<file path="config.mk">
export PLATFORM = sky130hd
export DESIGN_NAME = ilf_arp_cell
export DESIGN_NICKNAME = d
export VERILOG_FILES = /design/src/rtl/core/ilf_pkg.sv /design/src/rtl/core/ilf_arp_cell.sv
export SDC_FILE = /design/constraint.sdc
export NUM_CORES = 1
export LEC_CHECK = 0
export ABC_AREA = 1
export ABC_CLOCK_PERIOD_IN_PS = 3580
export BUFFER_PORTS_ARGS = -buffer_cell sky130_fd_sc_hd__buf_2
export CAP_MARGIN = 20
export CORE_ASPECT_RATIO = 0.6
export CORE_UTILIZATION = 40
export CTS_BUF_LIST = sky130_fd_sc_hd__clkbuf_8
export CTS_CLUSTER_DIAMETER = 120
export DETAILED_ROUTE_END_ITERATION = 8
export PLACE_DENSITY = 0.75
export SYNTH_ARGS = -nofsm -noshare
export SYNTH_HDL_FRONTEND = slang
export SYNTH_SLANG_ARGS = --single-unit
</file>
<file path="constraint.sdc">
create_clock -name clk -period 3.58 [get_ports clk]
set_input_delay 0.716 -clock clk [delete_from_list [all_inputs] [get_ports clk]]
set_output_delay 0.716 -clock clk [all_outputs]
set_load 0.05 [all_outputs]
</file>
<file path="src/rtl/core/ilf_pkg.sv">
// Shared types and constants for the IPv4 longest-prefix-match forwarder.
`default_nettype none
package ilf_pkg;
  localparam logic [1:0] REQ_ROUTE = 2'd0;
  localparam logic [1:0] REQ_ARP = 2'd1;
  localparam logic [1:0] REQ_FWD = 2'd2;

  localparam logic [2:0] ST_STORED = 3'd0;
  localparam logic [2:0] ST_TTL = 3'd1;
  localparam logic [2:0] ST_UNREACH = 3'd2;
  localparam logic [2:0] ST_DEFAULT = 3'd3;
  localparam logic [2:0] ST_DIRECT = 3'd4;
  localparam logic [2:0] ST_GW_MAC = 3'd5;
  localparam logic [2:0] ST_GW_NOMAC = 3'd6;
  localparam logic [2:0] ST_FULL = 3'd7;

  typedef struct packed {
    logic [1:0] req_type;
    logic [31:0] addr;
    logic [5:0] prefix_len;
    logic [31:0] gateway_addr;
    logic [3:0] iface;
    logic [47:0] mac_in;
    logic [7:0] ttl_in;
  } req_t;

  typedef struct packed {
    logic [2:0] status;
    logic [31:0] next_hop;
    logic [3:0] out_iface;
    logic [47:0] mac_out;
    logic [7:0] ttl_out;
  } rsp_t;

  // Token that walks the route chain.
  typedef struct packed {
    logic vld;
    logic [1:0] op;
    logic [31:0] key;
    logic [5:0] len;
    logic [31:0] gw;
    logic [3:0] ifc;
    logic hit;
    logic [5:0] best_len;
    logic [31:0] best_gw;
    logic [3:0] best_ifc;
    logic claimed;
  } rtok_t;

  // Token that walks the ARP chain.
  typedef struct packed {
    logic vld;
    logic [1:0] op;
    logic [31:0] key;
    logic [47:0] mac;
    logic hit;
    logic [47:0] hit_mac;
    logic claimed;
  } atok_t;

  typedef enum logic [2:0] {
    S_IDLE, S_ROUTE, S_ARP, S_DONE
  } state_t;

  function automatic logic [31:0] len_mask(input logic [5:0] len);
    logic [31:0] m;
    m = '0;
    for (int i = 0; i < 32; i++) begin
      if (32 - i <= int'(len)) m[i] = 1'b1;
    end
    return m;
  endfunction
endpackage
`default_nettype wire

</file>
<file path="src/rtl/core/ilf_arp_cell.sv">
// One ARP entry that stores or matches a passing token.
`default_nettype none
module ilf_arp_cell import ilf_pkg::*; (
  input wire logic clk,
  input wire logic rst,
  input wire atok_t tin,
  output atok_t tout
);
  logic valid;
  logic [31:0] ip;
  logic [47:0] mac;
  atok_t t;
  logic take, same;

  always_comb begin
    t = tin;
    same = valid && ip == tin.key;
    take = tin.vld && tin.op == REQ_ARP && !tin.hit && !tin.claimed && !valid;
    if (tin.vld && same && !tin.hit) begin
      t.hit = 1'b1;
      t.hit_mac = mac;
    end
    if (take) t.claimed = 1'b1;
  end

  always_ff @(posedge clk) begin
    if (rst) begin
      valid <= 1'b0;
      tout.vld <= 1'b0;
    end else begin
      tout <= t;
      if (take) valid <= 1'b1;
    end
    if (take) begin
      ip <= tin.key;
      mac <= tin.mac;
    end
  end
endmodule
`default_nettype wire

</file>
# After elaboration in Yosys (flattened, before gate mapping)
# Cells that the tools add are included.
[word_totals] ff_bits=214 elab_cells=23 in_bits=135
[classes] mux=1 n_reduce_logical=10 n_eq_ne=2
[ops] operator="48-bit two-way mux" count=1
[ops] operator="32-bit == test" count=1
[ops] operator="1-bit logical AND" count=7
[ops] operator="1-bit logical NOT" count=3
[ops] operator="2-bit by 1-bit == test with 1-bit output, second input constant" count=1

# Longest topological paths before layout
[logic_depth] word_depth=5 ltp_mapped=12

# Worst setup path after synthesis
# No wires, ideal clock.
[synth_path] kind="input -> register" from="input rst" to="register tout[0] in the netlist's numbering, enable pin" path_slack_ns=-0.169 t_arrival_ns=3.265 setup_time_ns=0.484 n_path_buf=0 path_stages=1 path_cell_list="inv_1"
[synth_rtl] item="start: declaration" line="ilf_arp_cell.sv:5" text="input wire logic rst,"
[synth_rtl] item="end signal: assignment" line="ilf_arp_cell.sv:31" text="tout <= t;"
[synth_rtl] item="end: declaration" line="ilf_arp_cell.sv:7" text="output atok_t tout"
# No word-level cell between the ends.

==> flow_metrics.py <==
metrics = {
    "outcome": {
        "status": "finished, final reports clean",
    },
    "power": {
        "ir_drop_v": 0.0003867,
        "p_clk_frac": 0.328,
        "swShare": 0.2717,
        "design_power_total_uw": 5515,
        "powerDensity_nw_per_um2": 523.6,
        "p_comb_frac": 0.139,
        "internal_power_uw": 4017,
        "p_sw_uw": 1498,
        "power_leakage_uw": 0.004493,
        "sequentialPowerShare": 0.533,
    },
    "detailed_routing": {
        "finalWirelength_mm": 18.41,
        "routedWlPerCell_um": 15.81,
        "dr.pass1.iters": 4,
        "antenna_left": 0,
        "drt_iter0_markers": 197,
        "drc": 0,
        "num_vias": 5258,
        "routed_via_density": 4.513,
    },
    "setup_path": {
        "cp_max_fo": 18,
        "startpoint_type": "register",
        "path_class": "reg -> reg",
        "endpoint_kind": "register",
        "cp_data_arrival_time_ns": 2.37,
        "cp_data_required_time_ns": 3.98,
    },
    "sta": {
        "maxSlewViolCount": 0,
        "fin_crit_sh": 0.5495,
        "finalClockSkew_ns": 0.01302,
        "fmax_mhz": 508.3,
        "hold_violations": 0,
        "fin_setup_tns_ns": 0,
        "rsz0062_at_grt": "false",
        "post-route-min-period_ns": 1.967,
        "fin_ws_ns": 1.613,
        "finalSetupViolations": 0,
        "max_slew.worst_pin.slew_ns": 0.6379,
        "slew_headroom": 0.5747,
    },
    "grt": {
        "grt_use_total": 0.1670,
        "grt_max_degree": 70,
        "grt_pass1_vias": 5052,
        "gr-total-overflow": 0,
        "grt_pass1_wl_mm": 27.38,
        "grt_antenna_before_repair": 1,
    },
    "logic_synthesis": {
        "syn_avg_cell_area_um2": 14.33,
        "synth-compound-area-share": 0.04961,
        "synth.largest_area_cell": "edfxtp_1",
        "synth_area_leaders": "edfxtp_1 (77%), nand2_1 (5.3%), inv_1 (4.1%)",
        "syn_nets": 714,
        "syn_inst": 579,
        "synth_area_um2": 8298,
        "ys_seq_area_frac": 0.7720,
        "synth.distinct_cells": 21,
        "synth_mux_area_frac": 0,
        "ys_warn_count": 0,
        "netlist.area_leader.share": 0.7672,
        "yosys.area_share.adder": 0,
        "ys_seq_elements": 214,
        "synth_xor_area_frac": 0.01372,
        "synth_top_family_by_area": "simple AND/OR/NAND/NOR gates",
        "synthSimpleGateAreaFrac": 0.1055,
    },
    "floorplanning": {
        "fp.dieH_um": 113.6,
        "die_x_um": 187.9,
        "start_util": 0.4114,
        "core_area_um2": 20170,
        "row_count": 40,
        "boundaryPins": 268,
        "design.die.area_um2": 21340,
    },
    "min_path": {
        "hold_path_class": "in -> reg",
    },
    "place": {
        "place_hpwl_mm": 12.90,
        "place_congestion": 0.7798,
        "place_inst": 1111,
        "numPortBuffers": 267,
        "pre_cts_slack_ns": 1.138,
    },
    "flow_run": {
        "drv_cap": 0,
    },
    "clock_tree": {
        "cts.sinks": 214,
        "clock_path_buffers": 3,
        "cts_made_buffers": 31,
        "ctsResizeCount": 0,
        "cts.clk_slew.worst_paths_ns": 0.07,
        "cts_htree_levels": 1,
        "cts_setup_buffers": 0,
        "ctsHoldBuffers": 0,
        "root_buffer": "clkbuf_8",
        "tritoncts": "done",
        "insertion_delay_ns": 0.54,
    },
    "finish": {
        "layout-drive-gt1-share": 0.3928,
        "regArea_um2": 6406,
        "fillers": 1773,
        "utilization": 0.5223,
        "multiInputGateArea_um2": 1416,
        "syn_to_final_growth_pct": 26.95,
        "fin_cells": 1165,
        "fin_nets": 1006,
    },
}
power groups by stage:
stage / Combinational, uW / Sequential [uW] / Clock (uW)
2_1_floorplan: 92.4 / 3430 / 0
3_3_place_gp: 765 / 2990 / 0
3_5_place_dp: 773 / 2990 / 0
4_1_cts: 774 / 2940 / 1870
5_1_grt: 805 / 2950 / 1980
6_report: 769 / 2940 / 1810
Yosys cell counts, drive strengths merged:
cell	number
edfxtp	212
nand2	117
inv	93
nand3	50
o21bai	49
nor2	20
buf	13
xnor2	12
clkbuf	7
dfxtp	2
a21oi	1
nand4	1
o21ai	1
xor2	1
stage by stage:
step           hold slack (ns)  instance area [um2]
2_1_floorplan           0.4440                 8302
3_3_place_gp            0.5130                 9970
3_5_place_dp            0.5107                 9970
4_1_cts                 0.3163                10530
5_1_grt                 0.3121                10530
6_report                0.3622                10530
final timing paths:
| path | startpoint | end | slack [ns] | depth (start not counted) |
|---|---|---|---|---|
| worst max register to register | ip[18]$_DFFE_PP_ | tout[11]$_DFFE_PN_ | 1.61 | 8 |
| worst max-delay path | ip[18]$_DFFE_PP_ | tout[11]$_DFFE_PN_ | 1.61 | 8 |
| worst min register to register | valid$_SDFFE_PP0P_ | valid$_SDFFE_PP0P_ | 0.53 | 2 |
| worst min-delay path | tin[79] | mac[29]$_DFFE_PP_ | 0.36 | 1 |
layout by cell type (no fill, tap or decap), drive strengths merged:
cell / Yosys / layout
a21oi: 1 / 1
buf: 13 / 279
bufinv: 0 / 2
clkbuf: 7 / 31
clkinv: 0 / 11
clkinvlp: 0 / 1
dfxtp: 2 / 2
diode: 0 / 1
edfxtp: 212 / 212
inv: 93 / 101
nand2: 117 / 117
nand3: 50 / 50
nand4: 1 / 1
nor2: 20 / 20
o21ai: 1 / 1
o21bai: 49 / 49
xnor2: 12 / 12
xor2: 1 / 1
state kept, by name (all words and copies together) (netlist names):
name and cells:
tout 133, valid 1, ip 32, mac 48
final cells by class:
cell class | count | area share
Antenna cell | 1 | 0.0002376
Clock inverter | 22 | 0.01283
Clock buffer | 31 | 0.04050
Timing Repair Buffer | 279 | 0.1378
Multi-Input combinational cell | 252 | 0.1345
Inverter | 93 | 0.03361
Sequential cell | 214 | 0.6081
Tap cell | 273 | 0.03243
cell families after synthesis:
group	count (synthesis)
flops	214
simple gates	188
buf+inv	113
compound gates	51
xor+xnor	13
routing by layer:
layer,part of all wire,track usage,vias up,routed length [um]
met5,0,0,-,0
met4,0.014,0.03631,0,250
met3,0.085,0.05815,22,1563
met2,0.44,0.2521,210,8106
met1,0.46,0.2333,2472,8494
li1,-,-,2554,-
worst max-delay path, stage by stage, from the launching register on:
cell      delay, ns
edfxtp_1       0.38
xnor2_1        0.21
nand2_1        0.08
nor2_1         0.18
nand3_2        0.11
inv_2          0.36
buf_4          0.30
nand3_1        0.10
nand2_1        0.09
Note: power is estimated with default switching activity, not from simulation.
