<file path="src/rtl/core/ilf_pkg.sv">
// Shared types and constants for the IPv4 longest-prefix-match forwarder.
`default_nettype none
package ilf_pkg;
  localparam logic [1:0] REQ_ROUTE = 2'd0;
  localparam logic [1:0] REQ_ARP = 2'd1;
  localparam logic [1:0] REQ_FWD = 2'd2;

  localparam logic [2:0] ST_STORED = 3'd0;
  localparam logic [2:0] ST_TTL = 3'd1;
  localparam logic [2:0] ST_UNREACH = 3'd2;
  localparam logic [2:0] ST_DEFAULT = 3'd3;
  localparam logic [2:0] ST_DIRECT = 3'd4;
  localparam logic [2:0] ST_GW_MAC = 3'd5;
  localparam logic [2:0] ST_GW_NOMAC = 3'd6;
  localparam logic [2:0] ST_FULL = 3'd7;

  typedef struct packed {
    logic [1:0] req_type;
    logic [31:0] addr;
    logic [5:0] prefix_len;
    logic [31:0] gateway_addr;
    logic [3:0] iface;
    logic [47:0] mac_in;
    logic [7:0] ttl_in;
  } req_t;

  typedef struct packed {
    logic [2:0] status;
    logic [31:0] next_hop;
    logic [3:0] out_iface;
    logic [47:0] mac_out;
    logic [7:0] ttl_out;
  } rsp_t;

  // Token that walks the route chain.
  typedef struct packed {
    logic vld;
    logic [1:0] op;
    logic [31:0] key;
    logic [5:0] len;
    logic [31:0] gw;
    logic [3:0] ifc;
    logic hit;
    logic [5:0] best_len;
    logic [31:0] best_gw;
    logic [3:0] best_ifc;
    logic claimed;
  } rtok_t;

  // Token that walks the ARP chain.
  typedef struct packed {
    logic vld;
    logic [1:0] op;
    logic [31:0] key;
    logic [47:0] mac;
    logic hit;
    logic [47:0] hit_mac;
    logic claimed;
  } atok_t;

  typedef enum logic [2:0] {
    S_IDLE, S_ROUTE, S_ARP, S_DONE
  } state_t;

  function automatic logic [31:0] len_mask(input logic [5:0] len);
    logic [31:0] m;
    m = '0;
    for (int i = 0; i < 32; i++) begin
      if (32 - i <= int'(len)) m[i] = 1'b1;
    end
    return m;
  endfunction
endpackage
`default_nettype wire

</file>
<file path="src/rtl/core/ilf_route_cell.sv">
// One route table entry that updates or matches a passing token.
`default_nettype none
module ilf_route_cell import ilf_pkg::*; (
  input wire logic clk,
  input wire logic rst,
  input wire rtok_t tin,
  output rtok_t tout
);
  logic valid;
  logic [31:0] prefix;
  logic [5:0] length;
  logic [31:0] gw;
  logic [3:0] ifc;
  rtok_t t;
  logic same, take, match;

  always_comb begin
    t = tin;
    same = valid && length == tin.len && prefix == tin.key;
    take = tin.vld && tin.op == REQ_ROUTE && !tin.hit && !tin.claimed && !valid;
    match = valid && length > tin.best_len &&
            (tin.key & len_mask(length)) == prefix;
    if (tin.vld && tin.op == REQ_ROUTE && same && !tin.hit) t.hit = 1'b1;
    if (take) t.claimed = 1'b1;
    if (tin.vld && tin.op == REQ_FWD && match) begin
      t.hit = 1'b1;
      t.best_len = length;
      t.best_gw = gw;
      t.best_ifc = ifc;
    end
  end

  always_ff @(posedge clk) begin
    if (rst) begin
      valid <= 1'b0;
      tout.vld <= 1'b0;
    end else begin
      tout <= t;
      if (take) valid <= 1'b1;
    end
    if (tin.vld && tin.op == REQ_ROUTE && !tin.hit && (same || take)) begin
      gw <= tin.gw;
      ifc <= tin.ifc;
      if (take) begin
        prefix <= tin.key;
        length <= tin.len;
      end
    end
  end
endmodule
`default_nettype wire

</file>
<file path="config.mk">
export PLATFORM = sky130hd
export DESIGN_NAME = ilf_route_cell
export DESIGN_NICKNAME = d
export VERILOG_FILES = /design/src/rtl/core/ilf_pkg.sv /design/src/rtl/core/ilf_route_cell.sv
export SDC_FILE = /design/constraint.sdc
export NUM_CORES = 1
export LEC_CHECK = 0
export ABC_AREA = 1
export BUFFER_PORTS_ARGS = -buffer_cell sky130_fd_sc_hd__buf_2
export CAP_MARGIN = 5
export CORE_MARGIN = 2
export CORE_UTILIZATION = 52
export DETAILED_ROUTE_END_ITERATION = 12
export PLACE_DENSITY_LB_ADDON = 0.05
export SETUP_SLACK_MARGIN = 0.15
export SYNTH_ARGS = -nofsm -noshare
export SYNTH_HDL_FRONTEND = slang
export SYNTH_SLANG_ARGS = --single-unit
</file>
<file path="constraint.sdc">
create_clock -name clk -period 5.4 [get_ports clk]
set_input_delay 0.54 -clock clk [delete_from_list [all_inputs] [get_ports clk]]
set_output_delay 0.54 -clock clk [all_outputs]
set_load 0.02 [all_outputs]
</file>
# After elaboration in Yosys (flattened, before gate mapping)
# Cells that the tools add are included.
dict set report totals {
  ff_bits 196
  latch_bits 0
  ramBits 0
  rom_bits 0
  in_bits 123
  out_inout_bits 121
  mem_count 0
}
dict set report classes {
  add_sub_neg 0
  n_mul 0
  div_mod_pow 0
  magnitude_cmp 33
  eq_ne 4
  shift 0
  mux 33
  n_bitwise 1
  reduce_logical 20
}
# operator n
set op_table {}
lappend op_table {{5-bit by 6-bit <= comparator with 1-bit output, first input constant} 16}
lappend op_table {{32-bit == test} 2}
lappend op_table {{4-bit by 6-bit <= comparator with 1-bit output, first input constant} 8}
lappend op_table {{42-bit 2-to-1 mux} 1}
lappend op_table {{32-bit bitwise AND} 1}
lappend op_table {{1-bit 2-to-1 mux} 32}
lappend op_table {{3-bit by 6-bit <= comparator with 1-bit output, first input constant} 4}
lappend op_table {{1-bit logical AND} 13}
lappend op_table {{2-bit by 6-bit <= comparator with 1-bit output, first input constant} 2}
lappend op_table {{6-bit == test} 1}
lappend op_table {{6-bit greater-than comparator} 1}
lappend op_table {{1-bit by 6-bit <= comparator with 1-bit output, first input constant} 1}
lappend op_table {{6-bit <= comparator, first input constant} 1}
lappend op_table {{1-bit logical NOT} 3}
lappend op_table {{2-bit == test, second input constant} 1}
lappend op_table {{2-bit logical NOT} 1}
lappend op_table {{2-bit AND reduction} 1}
lappend op_table {{2-bit OR reduction} 1}
lappend op_table {{1-bit logical OR} 1}

# Longest topological paths before layout
dict set report depth {
  ltp_word 8
  mapped_depth 16
  ltp_nobuf 15
}

# Worst setup path before layout
# Ideal clock, no wire load.
dict set report synth_path {
  path_kind {input port to flip-flop}
  from {in tin[120] in the netlist's numbering}
  to {reg gw[0], enable pin}
  setup_time_ps 479
  arrival_time_ps 3750
  required_ps 4921
  path_slack_ps 1170
  stages 6
  path_buffers 0
  cell_sequence {inv_1 -> nor4_1 -> nand4_1 -> nor2_1 -> nand4_1 -> o21ai_0}
}
dict set report synth_via {
  elab_chain_cells 6
}
# item line
set synth_rtl {}
lappend synth_rtl {{start: declaration} ilf_route_cell.sv:6} ;# input wire rtok_t tin,
lappend synth_rtl {{1-bit logical AND * (2 in a row)} {ilf_route_cell.sv:20, ilf_route_cell.sv:41}}
lappend synth_rtl {{1-bit logical AND (2 in a row)} ilf_route_cell.sv:20} ;# take = tin.vld && tin.op == REQ_ROUTE && !tin.hit && !tin.claimed && !valid;
lappend synth_rtl {{1-bit logical OR} ilf_route_cell.sv:41} ;# if (tin.vld && tin.op == REQ_ROUTE && !tin.hit && (same || take)) begin
lappend synth_rtl {{1-bit logical AND *} ilf_route_cell.sv:41}
lappend synth_rtl {{end signal: assignment} ilf_route_cell.sv:42} ;# gw <= tin.gw;
lappend synth_rtl {{end: declaration} ilf_route_cell.sv:12} ;# logic [31:0] gw;
# Every way passes the cells marked *; elsewhere a longest branch is shown, timed or not.
# A chain may end at the register's enable or synchronous reset.

==> flow_summary.toml <==
[worst_setup_path]
cp.required_ns = 5.69
cp.arrival_ns = 3.60
crit_type = "reg -> reg"
cp_max_fo = 42
rrSetupSlack_ns = 2.10
critPathCaptureType = "flop"
crit_path_end = "tout[7]$_DFFE_PN_"
r2r-end = "tout[7]$_DFFE_PN_"
critPathLaunch = "length[5]$_DFFE_PP_"
r2r_start = "length[5]$_DFFE_PP_"
r2r_cells = 14
critPathLaunchType = "flop"

[logic_synthesis]
synth_fa_ha_area_frac = 0.00876
ys_seq_area_frac = 0.684
synth_seq_cells = 196
synth_top_cell_by_area = "edfxtp_1"
synth-compound-area-share = 0.0149
synth_xor_area_frac = 0.00409
yosys_warnings = 0
synth_fp_nets = 905
syn_area_um2 = 8570
synth_top_area_frac = 0.680
synth_top_family_by_area = "simple AND/OR/NAND/NOR gates"
netlist_top_cells_area = "edfxtp_1 (68%), nand2_1 (11%), nand4_1 (3.9%)"
ys_types = 33
avgSynthCellArea_um2 = 11.0
synth-simple-area-share = 0.234
syn_inst = 776
synth_mux_area_frac = 0

[sta]
fin_setup_tns_ns = 0
hold_violations = 0
maxSlewViolCount = 0
fin_crit_sh = 0.611
clock_skew_ns = 0.00987
max_freq_mhz = 303
tightest_slew_ns = 1.10
setup_violations = 0
rsz0062_at_grt = "false"
layout_min_cycle_time_ns = 3.30
maxSlewHeadroom = 0.262

[clock_tree]
cts_buffers = 17
cts-resized-gates = 0
root_buffer = "clkbuf_16"
hold_buffers = 0
clk_pin_slew_worst_paths_ns = 0.08
insertion_delay_ns = 0.44
clkSinkCount = 196
htreeDepth = 4
cts_tree = "built"
cts_setup_buffers = 0
clockBufferDepth = 2

[drt]
drt-total-wl_um = 21900
drc = 0
drt-pass1-iter-count = 5
vias = 6552
ant_nets = 0
drt-initial-drc-count = 593
vias_per_cell = 5.24
wire_per_inst_um = 17.5

[floorplan]
dieWidth_um = 132
initial_core_util = 0.536
core_um2 = 16000
io_pins = 244
die_h_um = 132
die-area_um2 = 17500
rows = 46

[placed_design]
gp_congestion = 0.952
placed_area_um2 = 9920
port_buffers = 243
hpwl_um = 15700

[power]
cellLeakagePower_nw = 4.70
peakVddDrop_v = 0.000212
power_density_nw_per_um2 = 321

[global_route]
antenna_found_initial = 1
gr-total-overflow = 0
globalRouteTotalUtil = 0.258
grt_pass1_wl_um = 34500
grt_max_degree = 71
grt_pass1_vias = 6227

[outcome]
status = "complete, no violations"

[finish]
fill_cells = 1349
layout-drive-gt1-share = 0.296
finalInstanceArea_um2 = 10500
area_growth_pct = 22.7
num-nets-final = 1150

[worst_hold_path]
hp-class = "in -> reg"
hold_depth = 1

[job]
drv_cap = 0
## cells in the mapped netlist
library cell,count
nand2_1,249
edfxtp_1,194
nor2_1,77
inv_1,66
nand4_1,53
nand3_1,44
buf_6,11
o21ai_0,9
buf_2,8
a21oi_1,6
ha_1,6
nor3_1,6
inv_2,5
nand2_2,5
nor2_2,4
nor4_1,4
buf_4,3
o21ai_1,3
or2_2,3
xor2_1,3
dfxtp_1,2
inv_4,2
nor2_4,2
o211ai_1,2
nand3b_1,1
nand4_4,1
nor2_8,1
nor3b_1,1
nor3b_4,1
o21ai_2,1
o21bai_1,1
o22ai_1,1
xnor2_1,1
## registers in the layout, summed over array words and instances (netlist names)
signal / flops
gw: 32
prefix: 32
length: 6
ifc: 4
tout: 121
valid: 1
## worst max-delay path: stages (launching register included)
cell and delay, ns:
edfxtp_1 0.67, ha_1 0.36, nand2_1 0.08, nor2_1 0.05, nand2_1 0.06, nand2_1 0.05
inv_1 0.06, nand2_1 0.05, nor2_1 0.17, nand2_1 0.08, nor2_1 0.19, nand2_1 0.13
nor2_4 0.84, nand4_1 0.20, nand2_1 0.14
## metal layers
layer | GRT usage | routed length, µm
met1 | 0.367 | 9770
met2 | 0.400 | 10100
met3 | 0.0534 | 1650
met4 | 0.0890 | 408
met5 | 0 | 0
## cell families after synthesis
group                    Yosys count
XOR/XNOR                           4
AO/OA/AOI/OAI                     23
AND/OR/NAND/NOR                  452
adder cells (fa/ha/maj)            6
buffers and inverters             95
flip-flops                       196
## cell usage in the layout (no fill, tap or decap), drive strengths merged, types with 13 or more instances in the layout
master / instances
buf: 248
nand3: 44
edfxtp: 194
nand4: 54
inv: 80
o21ai: 13
nand2: 254
clkbuf: 18
nor2: 84
## power breakdown
part,internal [mW],leakage (nW),switching (mW)
clock,0.662,0.292,0.604
combinational,0.108,2.54,0.227
sequential,1.76,1.86,0.0197
## worst min path at each step
| stage | endpoint | from |
|---|---|---|
| 2_1_floorplan | valid$_SDFFE_PP0P_ | valid$_SDFFE_PP0P_ |
| 3_3_place_gp | valid$_SDFFE_PP0P_ | valid$_SDFFE_PP0P_ |
| 3_5_place_dp | valid$_SDFFE_PP0P_ | valid$_SDFFE_PP0P_ |
| 4_1_cts | gw[11]$_DFFE_PP_ | tin[59] |
| 5_1_grt | tout[77]$_DFFE_PN_ | tin[77] |
| 6_report | gw[11]$_DFFE_PP_ | tin[59] |
## layout make-up
class,instances,area [µm²],area share
inverters,73,282,0.0268
diodes,1,2.50,0.000238
well taps,216,270,0.0257
clock inverters,14,161,0.0153
repair buffers,248,1250,0.119
flip-flops and latches,196,5870,0.558
clock buffers,18,429,0.0408
multi-input cells,485,2250,0.214
## stage by stage
| step | power (mW) | instances | utilization | setup WS [ns] | hold WS [ns] |
|---|---|---|---|---|---|
| after floorplan | 2.00 | 776 | - | 1.17 | 0.445 |
| after global placement | 2.14 | 1218 | 0.620 | 2.20 | 0.466 |
| after detailed placement | 2.15 | 1218 | 0.620 | 2.17 | 0.465 |
| after CTS | 3.40 | 1250 | 0.657 | 2.11 | 0.270 |
| after global routing | 3.49 | 1251 | 0.657 | 1.79 | 0.271 |
| final | 3.38 | 1251 | 0.657 | 2.10 | 0.284 |
Power figures use the tool's default switching activity.
